### config.mk
export PLATFORM = sky130hd
export DESIGN_NAME = rom_cheat_patch_engine
export DESIGN_NICKNAME = d
export VERILOG_FILES = /design/src/rtl/rcpe_pkg.sv /design/src/rtl/rom_cheat_patch_engine.sv /design/src/rtl/rcpe_cell.sv
export SDC_FILE = /design/constraint.sdc
export NUM_CORES = 1
export LEC_CHECK = 0
export ABC_CLOCK_PERIOD_IN_PS = 9400
export BUFFER_PORTS_ARGS = -buffer_cell sky130_fd_sc_hd__buf_2
export CAP_MARGIN = 25
export CORE_MARGIN = 8
export CORE_UTILIZATION = 45
export CTS_BUF_LIST = sky130_fd_sc_hd__clkbuf_16
export DETAILED_ROUTE_END_ITERATION = 12
export GPL_ROUTABILITY_DRIVEN = 0
export HOLD_SLACK_MARGIN = 0.06
export PLACE_DENSITY = 0.68
export SYNTH_ARGS = -nofsm -noshare
export SYNTH_HDL_FRONTEND = slang
export SYNTH_SLANG_ARGS = --single-unit
export TNS_END_PERCENT = 20
### constraint.sdc
create_clock -name clk -period 9.4 [get_ports clk]
set_input_delay 0 -clock clk [delete_from_list [all_inputs] [get_ports clk]]
set_output_delay 0 -clock clk [all_outputs]
set_load 0.005 [all_outputs]
### src/rtl/rcpe_pkg.sv
package rcpe_pkg;

  // input command codes (carried on in_tuser)
  localparam logic [1:0] CMD_CHAR  = 2'd0;
  localparam logic [1:0] CMD_CLEAR = 2'd1;
  localparam logic [1:0] CMD_READ  = 2'd2;

  // result status codes
  localparam logic [1:0] ST_NONE     = 2'd0;
  localparam logic [1:0] ST_ACCEPTED = 2'd1;
  localparam logic [1:0] ST_REJECTED = 2'd2;
  localparam logic [1:0] ST_FULL     = 2'd3;

  // configuration register indexes
  localparam logic CFG_ROM_READY  = 1'b0;
  localparam logic CFG_BANK_COUNT = 1'b1;

  localparam int          CODE_DEPTH  = 11;
  localparam logic [3:0]  CHAR_MAX    = 4'hF;
  localparam logic [8:0]  MAX_BANKS   = 9'd256;
  localparam int          OFF_W       = 14;

  // one stored cheat
  typedef struct packed {
    logic             has_cmp;
    logic [7:0]       cmp;
    logic [OFF_W-1:0] off;
    logic [7:0]       newv;
  } cheat_t;

  // read token walking down the cell chain
  typedef struct packed {
    logic             vld;
    logic             act;
    logic [OFF_W-1:0] off;
    logic [7:0]       data;
  } tok_t;

  function automatic logic [3:0] digit(input logic [7:0] c);
    logic [7:0] t;
    begin
      if (c >= 8'h41) t = c - 8'h37;
      else            t = c - 8'h30;
      digit = t[3:0];
    end
  endfunction

  function automatic logic is_sep(input logic [7:0] c);
    is_sep = (c < 8'h30) || ((c > 8'h39) && (c < 8'h41));
  endfunction

  // scrambled compare byte from two digits
  function automatic logic [7:0] scramble(input logic [3:0] hi, input logic [3:0] lo);
    logic [7:0] v;
    begin
      v = {hi, lo} ^ 8'hFF;
      scramble = {v[1:0], v[7:2]} ^ 8'h45;
    end
  endfunction

endpackage

### src/rtl/rom_cheat_patch_engine.sv
// Cheat code decoder and ROM read patcher. Code characters arrive on the input
// stream with in_tuser = character command, in_tlast marking the final character;
// letters are uppercased and the code is decoded when the last character lands.
// A decoded cheat is appended to a chain of MAX_CHEATS cells, one cheat per cell,
// in the order accepted; once every cell is taken further valid codes report table full.
// A ROM read enters the head of the chain and moves one cell per cycle, each cell
// substituting its value when offset, bank range and optional compare byte match,
// so later cheats override earlier ones. A clear command empties the table.
// Every input transaction produces exactly one output transaction. One transaction
// is worked on at a time: a ROM read walks down the cell chain and then hands off
// its result, a final code character goes through buffer write, decode and
// hand-off, and any other command goes straight to the hand-off; a result stalled
// on the output side holds up the next hand-off. The output register lets the next
// input be taken while the previous result is still waiting.
module rom_cheat_patch_engine #(
  parameter int MAX_CHEATS = 16
) (
  input  logic        clk,
  input  logic        rst_n,
  // input stream
  input  logic        in_tvalid,
  output logic        in_tready,
  input  logic [39:0] in_tdata,   // code_char[7:0], rom_address[29:8], rom_byte[37:30]
  input  logic [1:0]  in_tuser,   // command[1:0]
  input  logic        in_tlast,   // code_last
  // result stream
  output logic        out_tvalid,
  input  logic        out_tready,
  output logic [15:0] out_tdata,  // read_byte[7:0], status[9:8]
  // configuration
  input  logic        cfg_we,
  input  logic        cfg_index,
  input  logic [8:0]  cfg_data
);

  localparam int CNT_W = $clog2(MAX_CHEATS + 1);

  typedef enum logic [3:0] {
    S_IDLE   = 4'b0001,
    S_DECODE = 4'b0010,
    S_WALK   = 4'b0100,
    S_DONE   = 4'b1000
  } state_t;

  state_t           state_r, state_nxt;
  logic             rom_ready_r;
  logic [8:0]       bank_count_r;
  logic [7:0]       code_buf_r [rcpe_pkg::CODE_DEPTH];
  logic [3:0]       char_cnt_r, char_cnt_nxt;
  logic [CNT_W-1:0] cheat_cnt_r, cheat_cnt_nxt;
  logic [7:0]       res_byte_r, res_byte_nxt;
  logic [1:0]       res_st_r, res_st_nxt;
  logic             out_tvalid_r;
  logic [7:0]       out_byte_r;
  logic [1:0]       out_st_r;

  logic             accept;
  logic [7:0]       in_char, char_up;
  logic [21:0]      in_addr;
  logic [7:0]       in_byte;
  logic [7:0]       bank;
  logic             buf_we, tbl_we;
  logic             out_load;

  // decode path
  logic [3:0]       d [rcpe_pkg::CODE_DEPTH];
  logic             code_ok, table_full;
  rcpe_pkg::cheat_t new_entry;

  // cell chain
  rcpe_pkg::tok_t   chain [MAX_CHEATS+1];

  assign accept  = in_tvalid && in_tready;
  assign in_char = in_tdata[7:0];
  assign in_addr = in_tdata[29:8];
  assign in_byte = in_tdata[37:30];
  assign bank    = in_addr[21:14];

  // uppercase letters
  assign char_up = ((in_char >= 8'h61) && (in_char <= 8'h7A)) ? in_char - 8'h20 : in_char;

  assign in_tready = (state_r == S_IDLE);

  // digits of the buffered code
  for (genvar k = 0; k < rcpe_pkg::CODE_DEPTH; k++) begin : g_dig
    assign d[k] = rcpe_pkg::digit(code_buf_r[k]);
  end

  assign code_ok    = rom_ready_r && (char_cnt_r > 4'd6) && rcpe_pkg::is_sep(code_buf_r[3]);
  assign table_full = (cheat_cnt_r == CNT_W'(MAX_CHEATS));

  always_comb begin
    new_entry.newv    = {d[0], d[1]};
    new_entry.off     = {~d[6][1:0], d[2], d[4], d[5]};
    // only an exact eleven-character code with a second separator has a compare
    new_entry.has_cmp = (char_cnt_r == 4'd11) && rcpe_pkg::is_sep(code_buf_r[7]);
    new_entry.cmp     = new_entry.has_cmp ? rcpe_pkg::scramble(d[8], d[10]) : 8'h00;
  end

  // read token enters the chain head in the cycle it is accepted
  always_comb begin
    chain[0].vld  = accept && (in_tuser == rcpe_pkg::CMD_READ);
    chain[0].act  = ({1'b0, bank} < bank_count_r) && ({1'b0, bank} < rcpe_pkg::MAX_BANKS);
    chain[0].off  = in_addr[13:0];
    chain[0].data = in_byte;
  end

  for (genvar i = 0; i < MAX_CHEATS; i++) begin : g_cell
    rcpe_cell u_cell (
      .clk      (clk),
      .rst_n    (rst_n),
      .wr_en    (tbl_we && (cheat_cnt_r == CNT_W'(i))),
      .wr_entry (new_entry),
      .enable   (cheat_cnt_r > CNT_W'(i)),
      .tok_in   (chain[i]),
      .tok_out  (chain[i+1])
    );
  end

  assign out_load = (state_r == S_DONE) && (!out_tvalid_r || out_tready);

  // sequencer
  always_comb begin
    state_nxt     = state_r;
    char_cnt_nxt  = char_cnt_r;
    cheat_cnt_nxt = cheat_cnt_r;
    res_byte_nxt  = res_byte_r;
    res_st_nxt    = res_st_r;
    buf_we        = 1'b0;
    tbl_we        = 1'b0;
    unique case (state_r)
      S_IDLE: begin
        if (accept) begin
          res_byte_nxt = 8'h00;
          res_st_nxt   = rcpe_pkg::ST_NONE;
          state_nxt    = S_DONE;
          unique case (in_tuser)
            rcpe_pkg::CMD_CHAR: begin
              buf_we = (char_cnt_r < 4'(rcpe_pkg::CODE_DEPTH));
              if (char_cnt_r != rcpe_pkg::CHAR_MAX) char_cnt_nxt = char_cnt_r + 4'd1;
              if (in_tlast) state_nxt = S_DECODE;
            end
            rcpe_pkg::CMD_CLEAR: cheat_cnt_nxt = '0;
            rcpe_pkg::CMD_READ:  state_nxt = S_WALK;
            default: ;
          endcase
        end
      end
      S_DECODE: begin
        char_cnt_nxt = 4'd0;
        state_nxt    = S_DONE;
        if (!code_ok) begin
          res_st_nxt = rcpe_pkg::ST_REJECTED;
        end else if (table_full) begin
          res_st_nxt = rcpe_pkg::ST_FULL;
        end else begin
          res_st_nxt    = rcpe_pkg::ST_ACCEPTED;
          tbl_we        = 1'b1;
          cheat_cnt_nxt = cheat_cnt_r + CNT_W'(1);
        end
      end
      S_WALK: begin
        // token leaves the last cell
        if (chain[MAX_CHEATS].vld) begin
          res_byte_nxt = chain[MAX_CHEATS].data;
          state_nxt    = S_DONE;
        end
      end
      S_DONE: begin
        if (out_load) state_nxt = S_IDLE;
      end
      default: state_nxt = S_IDLE;
    endcase
  end

  always_ff @(posedge clk) begin
    if (!rst_n) begin
      state_r     <= S_IDLE;
      char_cnt_r  <= 4'd0;
      cheat_cnt_r <= '0;
    end else begin
      state_r     <= state_nxt;
      char_cnt_r  <= char_cnt_nxt;
      cheat_cnt_r <= cheat_cnt_nxt;
    end
  end

  always_ff @(posedge clk) begin
    res_byte_r <= res_byte_nxt;
    res_st_r   <= res_st_nxt;
    if (buf_we) code_buf_r[char_cnt_r] <= char_up;
  end

  // configuration registers
  always_ff @(posedge clk) begin
    if (!rst_n) begin
      rom_ready_r  <= 1'b0;
      bank_count_r <= 9'd1;
    end else if (cfg_we) begin
      unique case (cfg_index)
        rcpe_pkg::CFG_ROM_READY:  rom_ready_r  <= cfg_data[0];
        rcpe_pkg::CFG_BANK_COUNT: bank_count_r <= cfg_data;
        default: ;
      endcase
    end
  end

  // output register
  always_ff @(posedge clk) begin
    if (!rst_n) begin
      out_tvalid_r <= 1'b0;
    end else if (out_load) begin
      out_tvalid_r <= 1'b1;
    end else if (out_tready) begin
      out_tvalid_r <= 1'b0;
    end
  end

  always_ff @(posedge clk) begin
    if (out_load) begin
      out_byte_r <= res_byte_r;
      out_st_r   <= res_st_r;
    end
  end

  assign out_tvalid = out_tvalid_r;
  assign out_tdata  = {6'd0, out_st_r, out_byte_r};

endmodule

### src/rtl/rcpe_cell.sv
module rcpe_cell (
  input  logic             clk,
  input  logic             rst_n,
  input  logic             wr_en,
  input  rcpe_pkg::cheat_t wr_entry,
  input  logic             enable,
  input  rcpe_pkg::tok_t   tok_in,
  output rcpe_pkg::tok_t   tok_out
);

  rcpe_pkg::cheat_t entry_r;
  rcpe_pkg::tok_t   tok_r;
  rcpe_pkg::tok_t   tok_nxt;
  logic             hit;

  // cheat applies when the cell holds a cheat, the bank is active, offset matches and the compare byte (if any) agrees
  assign hit = enable && tok_in.act && (entry_r.off == tok_in.off) &&
               (!entry_r.has_cmp || (entry_r.cmp == tok_in.data));

  always_comb begin
    tok_nxt = tok_in;
    if (hit) tok_nxt.data = entry_r.newv;
  end

  always_ff @(posedge clk) begin
    if (wr_en) entry_r <= wr_entry;
  end

  always_ff @(posedge clk) begin
    if (!rst_n) begin
      tok_r.vld <= 1'b0;
    end else begin
      tok_r.vld <= tok_nxt.vld;
    end
    tok_r.act  <= tok_nxt.act;
    tok_r.off  <= tok_nxt.off;
    tok_r.data <= tok_nxt.data;
  end

  assign tok_out = tok_r;

endmodule

After elaboration in Yosys (flattened, before gate mapping) --
Memories as Yosys holds them, arrays and structs flattened. Index checks and enable logic that the tools add are counted.
Storage, ports and cells: bits in writable memories 88, memories 1, output and inout bits 18, bits in registers 909, bits of input ports 58
Memories:
- code_buf_r | words 11, bits a word 8, read ports 10, clocked after memory_dff 0, wr ports 1, RTL line rom_cheat_patch_engine.sv:48 | logic [7:0] code_buf_r [rcpe_pkg::CODE_DEPTH];
Operators by class: equal/unequal tests 64, bitwise operators 4, multiplexer cells 58, order comparisons 35, reductions and logical operators 121, $add $sub $neg 19
Operators with widths (number):
- $eq A14 B14 Y1 | 16
- $mux W8 | 20
- $eq A8 B8 Y1 | 16
- $logic_and A1 B1 Y1 | 73
- $ge A8 B7 Y1 const B | 9
- $mux W4 | 14
- $eq A5 B4 Y1 const B | 8
- $gt A5 B4 Y1 const B | 8
- $sub A4 B1 Y4 const B | 7
- $sub A4 B3 Y4 const B | 7
- $eq A5 B3 Y1 const B | 4
- $gt A5 B3 Y1 const B | 4
- $mux W5 | 4
- $logic_or A1 B1 Y1 | 19
- $logic_not A1 Y1 | 17
- $gt A8 B6 Y1 const B | 2
- $lt A8 B6 Y1 const B | 2
- $lt A8 B7 Y1 const B | 2
- $pmux W4 S2 | 2
- $pmux W4 S4 | 1
- $pmux W8 S2 | 1
- $eq A5 B2 Y1 const B | 2
- $gt A5 B1 Y1 const B | 2
- $gt A5 B2 Y1 const B | 2
- 35 further kinds | 59

Longest topological paths before layout --
Gate-level depths: netlist of the first run. An unclocked memory read counts as a cell.
depth in word-level cells 8, depth in mapped cells 9

Cells and area by module --
A second synthesis of the first run with hierarchy kept.
Unflattened totals: cell total of the unflattened synthesis 2038, area total of the unflattened synthesis 34330.4 um^2
By module, submodules not included:
- rcpe_cell | cells an instance 95, area each 1770.4 um^2, times used 16
- rom_cheat_patch_engine | cells an instance 518, area each 6003.3 um^2, times used 1

Worst setup path before layout of the first run --
Ideal clock, no wire load.
kind register -> register, from register cheat_cnt_r[0], to register g_cell[12].u_cell.entry_r[0] in the netlist's numbering, enable pin, period minus slack after synthesis 5264 ps, buffers on the path 2, stages on the path, launching flop included 9, path slack 4136 ps, arrival time 4767 ps, setup time 497 ps, required time 8903 ps, cells stage by stage dfxtp_1 -> buf_2 -> inv_1 -> ha_1 -> nor4bb_1 -> a2111oi_2 -> nand4_1 -> clkbuf_1 -> nor4_1
On the way: cells in the longest elaborated chain, start to end 5
Ends and longest elaborated chain:
- from (decl) | RTL line rom_cheat_patch_engine.sv:50 | logic [CNT_W-1:0] cheat_cnt_r, cheat_cnt_nxt;
- from (signal assigned) | RTL line rom_cheat_patch_engine.sv:184 | cheat_cnt_r <= cheat_cnt_nxt;
- $eq A5 B5 Y1 | RTL line rom_cheat_patch_engine.sv:90 | assign table_full = (cheat_cnt_r == CNT_W'(MAX_CHEATS));
- $mux W1 | RTL line rom_cheat_patch_engine.sv:154 | end else if (table_full) begin
- $mux W1 | RTL line rom_cheat_patch_engine.sv:152 | if (!code_ok) begin
- $mux W1 | RTL line rom_cheat_patch_engine.sv:131 | unique case (state_r)
- $logic_and A1 B1 Y1 * | RTL line rom_cheat_patch_engine.sv:112 | .wr_en (tbl_we && (cheat_cnt_r == CNT_W'(i))),
- via g_cell[12].u_cell.wr_en | RTL line rcpe_cell.sv:4 | input logic wr_en,
- to (signal assigned) | RTL line rcpe_cell.sv:26 | if (wr_en) entry_r <= wr_entry;
- to (decl) | RTL line rcpe_cell.sv:11 | rcpe_pkg::cheat_t entry_r;
Mark *: on every way through the listed nets, which the timed path passes. The rest lies on a longest branch. A chain may end at the register's enable or synchronous reset.

Final worst setup path of the first run --
from register cheat_cnt_r[0], to register g_cell[15].u_cell.entry_r[5] in the netlist's numbering, enable pin
On the way: cells in the longest elaborated chain, start to end 5
Ends and longest elaborated chain (RTL line):
- $eq A5 B5 Y1 | rom_cheat_patch_engine.sv:90
- $mux W1 | rom_cheat_patch_engine.sv:154
- $mux W1 | rom_cheat_patch_engine.sv:152
- $mux W1 | rom_cheat_patch_engine.sv:131
- $logic_and A1 B1 Y1 * | rom_cheat_patch_engine.sv:112
- via g_cell[15].u_cell.wr_en | rcpe_cell.sv:4
- to (signal assigned) | rcpe_cell.sv:26
- to (decl) | rcpe_cell.sv:11
Marked as above.

==> results of run 1 <==
worst max-delay path by stage:
stage,from,end,cells after the start
finish,cheat_cnt_r[0],g_cell[15].u_cell.entry_r[5],7
global route,cheat_cnt_r[0],g_cell[15].u_cell.entry_r[5],7
global placement,cheat_cnt_r[0],g_cell[15].u_cell.entry_r[5],7
detailed placement,cheat_cnt_r[0],g_cell[15].u_cell.entry_r[5],7
CTS,cheat_cnt_r[0],g_cell[15].u_cell.entry_r[22],7
floorplan,cheat_cnt_r[0],g_cell[12].u_cell.entry_r[0],8
sequential cells by signal, indices dropped and copies added, names as in the netlist:
name                   flops
out_byte_r                 8
g_cell.u_cell.tok_out    369
res_st_r                   2
g_cell.u_cell.entry_r    496
cheat_cnt_r                5
res_byte_r                 8
out_tvalid                 1
rom_ready_r                1
code_buf_r                80
char_cnt_r                 4
state_r                    4
bank_count_r               9
out_st_r                   2
cell usage after synthesis (3+ instances only):
| master | number | share of area [%] |
|---|---|---|
| mux2_2 | 114 | 3.8 |
| buf_2 | 7 | 0.10 |
| a211oi_1 | 6 | 0.13 |
| o21ai_0 | 26 | 0.39 |
| edfxtp_1 | 596 | 53 |
| or4b_1 | 3 | 0.089 |
| and3_1 | 3 | 0.056 |
| a31oi_1 | 11 | 0.20 |
| nor4b_1 | 3 | 0.078 |
| inv_1 | 42 | 0.47 |
| ha_1 | 40 | 1.5 |
| buf_4 | 7 | 0.16 |
| or3_1 | 3 | 0.056 |
| nor2b_1 | 5 | 0.093 |
| clkbuf_1 | 7 | 0.078 |
| nand2b_1 | 9 | 0.17 |
| nor4_1 | 28 | 0.52 |
| xor2_1 | 74 | 1.9 |
| a21oi_1 | 31 | 0.46 |
| or4_1 | 3 | 0.067 |
| xnor2_1 | 302 | 7.8 |
| nand3b_1 | 8 | 0.18 |
| nand4_1 | 77 | 1.4 |
| and2_1 | 36 | 0.67 |
| dfxtp_1 | 393 | 23 |
| nor2_1 | 40 | 0.44 |
| nor3_1 | 19 | 0.28 |
| nand3_1 | 28 | 0.41 |
| nand2_1 | 41 | 0.46 |
| mux2_1 | 19 | 0.63 |
per-stage QoR:
| stage | setup slack (ps) | instance area, sq um | instances | hold WS, ps | utilization [%] |
|---|---|---|---|---|---|
| after global placement | 5610 | 35700 | 3088 | 130 | 47.9 |
| after global routing | 5160 | 39700 | 3360 | 84.3 | 53.3 |
| after detailed placement | 5460 | 35700 | 3091 | 129 | 48.0 |
| after CTS | 5440 | 39700 | 3359 | 68.4 | 53.3 |
| after floorplan | 4140 | 33800 | 2027 | 27.7 | - |
| final | 5350 | 39700 | 3360 | 99.8 | 53.3 |
cell families after synthesis:
kind of cell    after synthesis
buf+inv                      65
fa+ha+maj                    40
mux                         135
simple gates                320
compound gates               96
xor+xnor                    376
other cells                   1
flops                       989
metal layers:
layer	track usage [%]	up-vias
met1	18.5	8378
li1	-	7909
met5	0	-
met2	28.0	401
met4	6.21	0
met3	3.08	147
final cells by class:
class                   instances  area share [%]
flip-flops and latches        989            64.9
clock buffers                 101            6.36
well taps                     969            3.05
multi-input cells             973            19.8
inverters                      44           0.416
clock inverters                83            1.58
repair buffers                201            3.93
power breakdown:
group | switching [mW] | total (mW) | internal, mW | leakage, nW
Sequential | 0.0689 | 4.73 | 4.67 | 8.71
Combinational | 0.108 | 0.229 | 0.121 | 3.42
Clock | 1.57 | 3.74 | 2.17 | 1.63
==> flow_summary_export.csv, run 1 <==
group,metric,value,unit
run_status,status,"finished clean",
route,vias,16800,
clocking,cts_root_buffer,"clkbuf_16",
route,routed_wl,67100,um
logic_synthesis,yosys_warnings,0,
finish,antennaDiodeCount,0,
route,drc,0,
worst_setup_path,rrSetupSlack,5350,ps
clocking,clockBufferDepth,3,
clocking,ctsHoldBuffers,84,
global_route,overflow,0,
place,dp_hpwl,44500,um
logic_synthesis,postSynthAreaPerCell,16.7,sq um
finish,final_nets,2405,
route,wl_met3,3140,um
logic_synthesis,synth_compound_gate_area_share,1.77,%
worst_setup_path,crit_path_max_incr_delay,1040,ps
finish,syn_to_final_growth,17.5,%
route,routed.top_layer,"met4",
worst_setup_path,r2r_cells,7,
power_and_ir_drop,total_leakage_power,13.8,nW
global_route,gr-usage-all-layers,15.7,%
worst_setup_path,critical_path_peak_fanout,18,
clocking,cts_tree,"yes",
worst_setup_path,worstReg2RegStart,"cheat_cnt_r[0]",
logic_synthesis,synthAdderAreaFrac,1.48,%
clocking,htree_levels,3,
power_and_ir_drop,ir_drop,0.135,mV
timing,period_share,43.1,%
logic_synthesis,synth_top_family_by_area,"XOR/XNOR gates",
logic_synthesis,synth-simple-area-share,5.42,%
worst_setup_path,critPathBufInv,2,
finish,multiInputGateArea,0.00786,sq mm
timing,maxSlewHeadroom,33.5,%
worst_setup_path,critPathArrivalTime,4370,ps
logic_synthesis,syn_area,0.0338,sq mm
finish,seqCellArea,0.0258,sq mm
worst_hold_path,hold_start,"in_tdata[16]",
logic_synthesis,synth_mux_area_share,4.49,%
logic_synthesis,synthDistinctLibCells,62,
worst_setup_path,critPathTopFamily,"simple AND/OR/NAND/NOR gates",
logic_synthesis,async_reset_ff_share,0,%
timing,finalMaxSlewViolations,0,
floorplan,die-height,290,um
timing,tightest_slew,994,ps
worst_setup_path,worst_path_max_delay_cell,"nor2_2",
logic_synthesis,synth-seq-cells,989,
floorplan,core,0.0744,sq mm
logic_synthesis,syn-instance-count,2022,
worst_setup_path,required,9720,ps
worst_hold_path,whs_endpoint,"g_cell[0].u_cell.tok_out[16]",
route,wl_per_cell,20.0,um
global_route,grt_pass1_wl,103000,um
route,ant_nets,0,
timing,hold_viol_final,0,
timing,max_freq,247,MHz
clocking,clk_transition_reported_paths,60,ps
logic_synthesis,synthXorXnorAreaFrac,9.75,%
finish,most-common-layout-cells,"edfxtp_1 (596), dfxtp_1 (393), xnor2_1 (297)",
route,wl_met2,34200,um
timing,tns,0,ps
global_route,antenna_found_initial,1,
route,drtIter0Drc,1098,
floorplan,die_w,290,um
clocking,post_cts_buffers,0,
worst_setup_path,worstSetupStartpointType,"register",
worst_setup_path,worstSetupPathType,"register to register",
route,first_pass_iters,5,
global_route,grt_pass1_vias,17900,
timing,setup_viol,0,
worst_hold_path,whs_path_depth,2,
timing,period_needed,4050,ps
power_and_ir_drop,power.density,219,mW/mm^2
logic_synthesis,ys.flop_type,"edfxtp_1",
route,wirelength_met1,27100,um
floorplan,dieArea,0.0841,sq mm
finish,drive_gt1_share,16.7,%
floorplan,start_util,45.4,%
floorplan,rows,100,
finish,n_fill_cell,5801,
clocking,cts_made_buffers,98,
clocking,cts_resized,0,
power_and_ir_drop,power,8.70,mW
run,maxCapViolations,0,
clocking,clock_latency,640,ps
logic_synthesis,ys_seq_area_share,76.2,%
worst_setup_path,crit_chain,"inv_1 -> ha_1 -> nor4bb_1 -> a2111oi_2 -> nand4_1 -> nor2_2 -> buf_4",
global_route,grt_max_degree,32,
clocking,cts.sinks,989,
worst_setup_path,r2r_end,"g_cell[15].u_cell.entry_r[5]",
finish,final_common_cell,"edfxtp_1",
route,vias_per_cell,5.01,
timing,skew,20.3,ps
worst_setup_path,crit_path_end_kind,"register",
place,io_buffer_count,67,
floorplan,boundaryPins,76,
logic_synthesis,synth-edff-count,596,
timing,rsz0062_at_grt,"false",
worst_hold_path,hp-class,"primary input to register",
Power figures use the tool's default switching activity.
==> run 2: changes to the inputs <==
--- a/config.mk
+++ b/config.mk
@@ -5,7 +5,7 @@
 export SDC_FILE = /design/constraint.sdc
 export NUM_CORES = 1
 export LEC_CHECK = 0
-export ABC_CLOCK_PERIOD_IN_PS = 9400
+export ABC_CLOCK_PERIOD_IN_PS = 3400
 export BUFFER_PORTS_ARGS = -buffer_cell sky130_fd_sc_hd__buf_2
 export CAP_MARGIN = 25
 export CORE_MARGIN = 8
@@ -14,7 +14,7 @@
 export DETAILED_ROUTE_END_ITERATION = 12
 export GPL_ROUTABILITY_DRIVEN = 0
 export HOLD_SLACK_MARGIN = 0.06
-export PLACE_DENSITY = 0.68
+export PLACE_DENSITY = 0.7
 export SYNTH_ARGS = -nofsm -noshare
 export SYNTH_HDL_FRONTEND = slang
 export SYNTH_SLANG_ARGS = --single-unit
==> constraint.sdc (replaced) <==
create_clock -name clk -period 3.4 [get_ports clk]
set_input_delay 0 -clock clk [delete_from_list [all_inputs] [get_ports clk]]
set_output_delay 0 -clock clk [all_outputs]
set_load 0.005 [all_outputs]
==> flow_summary_export.csv, run 2 (same netlist as run 1, synthesis figures left out) <==
group,metric,value,unit
run_status,status,"finished clean",
finish,postLayoutCellArea,0.0397,sq mm
global_route,gr-usage-all-layers,16.0,%
route,first_pass_iters,5,
route,drc,0,
finish,registers.top_by_ff_count,"g_cell.u_cell.entry_r",
run,maxCapViolations,0,
clocking,clock_latency,630,ps
timing,setup_viol,0,
clocking,cts.sinks,989,
worst_setup_path,critPathArrivalTime,3400,ps
worst_hold_path,hold_start,"in_tdata[18]",
place,place_area,0.0359,sq mm
clocking,cts_root_buffer,"clkbuf_16",
clocking,clk_transition_reported_paths,60,ps
worst_setup_path,cp-startpoint,"cheat_cnt_r[1]",
clocking,ctsHoldBuffers,84,
global_route,antenna_found_initial,1,
worst_setup_path,worstSetupStartpointType,"register",
place,io_buffer_count,67,
global_route,grt_pass1_wl,105000,um
finish,antennaDiodeCount,0,
floorplan,start_util,45.4,%
route,vias_per_cell,5.01,
worst_setup_path,worstSetupPathType,"register to register",
timing,period_needed,3090,ps
global_route,grt_pass1_vias,18000,
route,vias,16900,
timing,skew,20.3,ps
floorplan,die_w,290,um
route,drtIter0Drc,1161,
clocking,cts_tree,"yes",
timing,period_share,90.8,%
finish,final_common_cell,"edfxtp_1",
clocking,post_cts_buffers,0,
finish,drive_gt1_share,16.3,%
worst_setup_path,r2r_cells,9,
worst_setup_path,required,3710,ps
finish,most-common-layout-cells,"edfxtp_1 (596), dfxtp_1 (393), xnor2_1 (297)",
place,dp.cells,3105,
route,ant_nets,0,
floorplan,boundaryPins,76,
global_route,grt_max_degree,32,
clocking,cts_made_buffers,93,
timing,rsz0062_at_grt,"false",
finish,n_fill_cell,5771,
timing,max_freq,324,MHz
clocking,cts_resized,0,
place,dp_hpwl,45200,um
route,wl_per_cell,20.4,um
finish,final_cells,3365,
timing,finalMaxSlewViolations,0,
floorplan,die-height,290,um
route,routed_wl,68600,um
timing,hold_viol_final,0,
power_and_ir_drop,power.density,591,mW/mm^2
worst_setup_path,worstReg2RegStart,"cheat_cnt_r[1]",
power_and_ir_drop,ir_drop,0.369,mV
floorplan,rows,100,
worst_setup_path,critical_path_peak_fanout,31,
power_and_ir_drop,total_leakage_power,13.8,nW
worst_hold_path,whs_path_depth,2,
worst_hold_path,hp-class,"primary input to register",
timing,maxSlewHeadroom,37.4,%
floorplan,core,0.0744,sq mm
global_route,overflow,0,
finish,largest_reg_flops,496,
clocking,htree_levels,3,
finish,final_nets,2413,
finish,syn_to_final_growth,17.4,%
floorplan,dieArea,0.0841,sq mm
clocking,clockBufferDepth,3,
timing,tightest_slew,937,ps
worst_setup_path,crit_path_end_kind,"register",
[run 2: final timing paths]
path	slack, ps	end
max reg2reg	310	g_cell[11].u_cell.entry_r[29]
max	310	g_cell[11].u_cell.entry_r[29]
min	90	g_cell[0].u_cell.tok_out[18]
min reg2reg	350	g_cell[3].u_cell.tok_out[22]
[run 2: through the flow]
stage          hold WS [ps]  utilization [%]  power [mW]  setup WS, ps  setup TNS, ps
6_report               90.7             53.3        23.5           312              0
5_1_grt                74.8             53.3        24.2          69.8              0
4_1_cts                67.7             53.3        23.6           329              0
3_5_place_dp            129             48.2        13.9           427              0
3_3_place_gp            131             48.2        13.9           457              0
2_1_floorplan          27.7                -        13.6          -194         -17150
[run 2: critical path, stage by stage, from the launching register on]
cell	delay (ps)
dfxtp_1	440
inv_1	190
ha_1	260
nor4bb_1	170
a2111oi_2	400
nand4_1	140
buf_4	250
nor4b_1	430
and2_1	240
buf_12	230
[run 2: report_power, final]
| group | leakage, nW | internal, mW | switching, mW |
|---|---|---|---|
| logic | 3.51 | 0.335 | 0.296 |
| clock network | 1.55 | 5.50 | 4.22 |
| registers | 8.75 | 12.9 | 0.201 |
[run 2: area by class of cell]
| cell class | instances | area, sq um | area share, % |
|---|---|---|---|
| Multi-Input combinational cell | 973 | 7880 | 19.9 |
| Clock buffer | 98 | 2450 | 6.18 |
| Clock inverter | 78 | 454 | 1.15 |
| Inverter | 44 | 165 | 0.416 |
| Timing Repair Buffer | 214 | 1740 | 4.38 |
| Tap cell | 969 | 1210 | 3.06 |
| Sequential cell | 989 | 25800 | 65.0 |
[run 2: metal layers]
layer	GRT usage, %	up-vias	share of wire, %
met5	0	-	0
met4	5.07	0	2.8
met3	2.81	123	4.8
met2	28.1	400	50
met1	20.2	8397	42
li1	-	7931	-
